===== src/design/ggr_ram.sv =====
`default_nettype none

module ggr_ram #(
  parameter int WIDTH = 8,
  parameter int DEPTH = 64,
  localparam int ADDR_W = (DEPTH > 1) ? $clog2(DEPTH) : 1
) (
  input  logic              clk,
  input  logic              wr_en,
  input  logic [ADDR_W-1:0] wr_addr,
  input  logic [WIDTH-1:0]  wr_data,
  input  logic              rd_en,
  input  logic [ADDR_W-1:0] rd_addr,
  output logic [WIDTH-1:0]  rd_data
);

  logic [WIDTH-1:0] mem [DEPTH];

  always_ff @(posedge clk) begin
    if (wr_en) begin
      mem[wr_addr] <= wr_data;
    end
    if (rd_en) begin
      rd_data <= mem[rd_addr];
    end
  end

endmodule

`default_nettype wire


===== config.mk =====
export PLATFORM = sky130hd
export DESIGN_NAME = ggr_ram
export DESIGN_NICKNAME = d
export VERILOG_FILES = /design/src/design/ggr_ram.sv
export SDC_FILE = /design/constraint.sdc
export NUM_CORES = 1
export LEC_CHECK = 0
export BUFFER_PORTS_ARGS = -buffer_cell sky130_fd_sc_hd__buf_2
export CORE_ASPECT_RATIO = 1.25
export CORE_MARGIN = 2
export CORE_UTILIZATION = 45
export DETAILED_ROUTE_END_ITERATION = 8
export GPL_TIMING_DRIVEN = 0
export PLACE_DENSITY = 0.64
export SYNTH_ARGS = -nofsm -noshare
export SYNTH_HDL_FRONTEND = slang
export SYNTH_SLANG_ARGS = --single-unit

===== constraint.sdc =====
create_clock -name clk -period 2.4 [get_ports clk]
set_input_delay 0.12 -clock clk [delete_from_list [all_inputs] [get_ports clk]]
set_output_delay 0.12 -clock clk [all_outputs]
set_load 0.02 [all_outputs]

==> metrics.yaml <==
status:
  outcome: "finished clean"
synth:
  synth_area_leaders: "edfxtp_1, mux4_2, nor2_1"
  syn-instance-count: 940
  yosysUniqueCellTypes: 39
  post-synth-top-area-fraction: 0.7712
  synth_nets: 963
  ys_seq_area_frac: 0.7712
  ys_ff_latch: 520
  ys_warn_count: 0
  avgSynthCellArea_sq_um: 21.54
  synth_area_leader_cell: "edfxtp_1"
  synthesis.area_sq_mm: 0.02025
detailed_routing:
  ant_nets: 0
  wl_per_cell_um: 29.22
  firstDrtPassIters: 5
  via_count: 9806
  via_per_inst: 6.049
  dr.first_iter.drc_count: 1092
  drc: 0
  drt-total-wl_mm: 47.36
grt:
  grt_pass1_vias: 10040
  grt_overflow: 0
  antenna_found_initial: 2
  grt_max_degree: 65
  grt_pass1_wl_mm: 68.59
  track_usage: 0.2062
hold_path:
  holdCritPathClass: "primary input to flip-flop"
die:
  die_height_um: 241.2
  io_pins: 31
  design.core.area_sq_mm: 0.04422
  start_util: 0.4578
  die_w_um: 193.7
  dieArea_sq_mm: 0.04672
  rows: 86
cells_and_area:
  multi_input_area_sq_mm: 0.004317
  nFillCells: 3409
  fin_nets: 1034
  final_util: 0.5103
  seq_area_sq_mm: 0.01562
  instances_no_fill: 1621
  final_cell_mix: "edfxtp_1, mux4_2, nor2_1, clkbuf_16, buf_2"
  mostFrequentLayoutCell: "edfxtp_1"
  area_growth_pct: 11.46
  drive_gt1_frac: 0.2510
critical_path:
  end_kind: "flip-flop"
  cp-start-kind: "primary input"
  cp_data_arrival_time_ns: 2.78
  reg2reg_depth: 5
  required_ns: 2.81
  startpoint: "rd_addr[2]"
  reg2reg_slack_ns: 0.08
  path_max_fanout: 10
  critPathKind: "primary input to flip-flop"
  r2r_end: "rd_data[4]"
  rr_startpoint: "mem[16][4]"
  endpoint: "rd_data[7]"
cts:
  htree_levels: 2
  root_buffer: "clkbuf_16"
  cts.clk_slew.worst_paths_ns: 0.06
  clockBufferDepth: 3
  cts_tree: "yes"
  post_cts_buffers: 0
  numClockSinks: 520
  clock_latency_ns: 0.57
  cts_buffers: 47
power:
  power.density_mw_per_mm2: 812.9
  peakVddDrop_uv: 575.1
  finalPower_mw: 18.35
  p_leak_nw: 6.958
sta:
  fin_tns_setup_ns: 0
  layout_min_cycle_time_ns: 2.370
  finalCritPeriodShare: 0.9875
  slew_violations: 0
  rsz0062_at_grt: "false"
  final_hold_viol_count: 0
  slew_headroom: 0.1227
  max_freq_ghz: 0.4219
  tightest_slew_ns: 1.316
  final-setup-viol-count: 0
  skew_ns: 0.01370
placed_design:
  gp_congestion: 0.9228
  numPortBuffers: 22
  dp_hpwl_mm: 30.31
  post-place-cells: 1534
job:
  maxCapViolCount: 0
==> worst min path at each step <==
stage | startpoint | cells after the start | to | slack [ns]
3_5_place_dp | rd_en | 1 | rd_data[1] | 0.48
2_1_floorplan | wr_data[0] | 0 | mem[0][0] | 0.22
5_1_grt | rd_addr[5] | 2 | rd_data[5] | 0.04
6_report | rd_addr[5] | 2 | rd_data[5] | 0.05
3_3_place_gp | rd_en | 1 | rd_data[2] | 0.47
4_1_cts | rd_addr[5] | 2 | rd_data[5] | 0.03
==> cells in the mapped netlist, drive strengths merged <==
cell type,instances
a221oi,6
nand2,19
o21a,2
o221ai,8
and2,1
a22oi,3
clkbuf,17
o221a,2
o41ai,2
edfxtp,520
mux2i,23
o32ai,2
nand3,13
nand4,2
nand3b,3
a211oi,4
a21oi,3
nand4b,1
o21ai,4
or3,1
nor2,83
o22ai,8
o2111ai,3
buf,34
o311ai,1
nand2b,7
mux4,126
o2bb2ai,3
nor3,7
a2111oi,2
nor2b,14
mux2,13
nor4,2
a31oi,1
==> per-stage QoR <==
step | cell area (sq um) | worst slack, ns | hold WS, ns
finish | 22570 | 0.02995 | 0.05287
CTS | 22560 | 0.03211 | 0.02946
global placement | 21070 | -0.6645 | 0.4673
floorplan | 20250 | 0.4737 | 0.2189
global route | 22570 | 0.002299 | 0.04135
detailed placement | 21070 | -0.7205 | 0.4808
==> critical path, cell delays in order <==
cell and delay [ns]:
buf_2 0.18, buf_2 0.36, buf_1 0.68, clkbuf_1 0.59, o221ai_1 0.23, o21ai_0 0.22, o311ai_1 0.22, nand2_1 0.16
==> state kept, by name (all words and copies together) (netlist names) <==
name,flops
mem,512
rd_data,8
==> metal layers <==
layer | routed length [um] | vias to the layer above | GRT usage
met1 | 18490 | 5189 | 0.2661
li1 | - | 4087 | -
met3 | 3243 | 117 | 0.03438
met4 | 1867 | 4 | 0.08166
met5 | 21 | - | 0
met2 | 23740 | 409 | 0.3529
==> power by group <==
| group | switching (mW) | total (mW) | internal, mW |
|---|---|---|---|
| Sequential | 0.0153 | 10.1 | 10.1 |
| Clock | 3.21 | 7.26 | 4.05 |
| Combinational | 0.642 | 0.994 | 0.352 |
==> repair_timing <==
action | in CTS | in global routing
setup endpoints to repair | 4 | 1
hold buffers | 1 | 0
resized for setup | 2 | 1
endpoints found under the hold margin | 8 | 0
==> area by class of cell <==
class | count | share of cell area
Multi-Input combinational cell | 369 | 0.1913
Tap cell | 572 | 0.03171
Clock buffer | 57 | 0.05566
Timing Repair Buffer | 23 | 0.005322
Antenna cell | 1 | 0.0001109
Clock inverter | 29 | 0.009813
Buffer | 50 | 0.01419
Sequential cell | 520 | 0.6919
==> cells by family after synthesis <==
logic type / Yosys count / share of synthesized area
muxes: 162 / 0.1588
DFF: 520 / 0.7712
and+or+nand+nor: 153 / 0.03374
AOI/OAI and AO/OA: 54 / 0.02064
buffers and inverters: 51 / 0.01563
(Power assumes the default switching activity.)
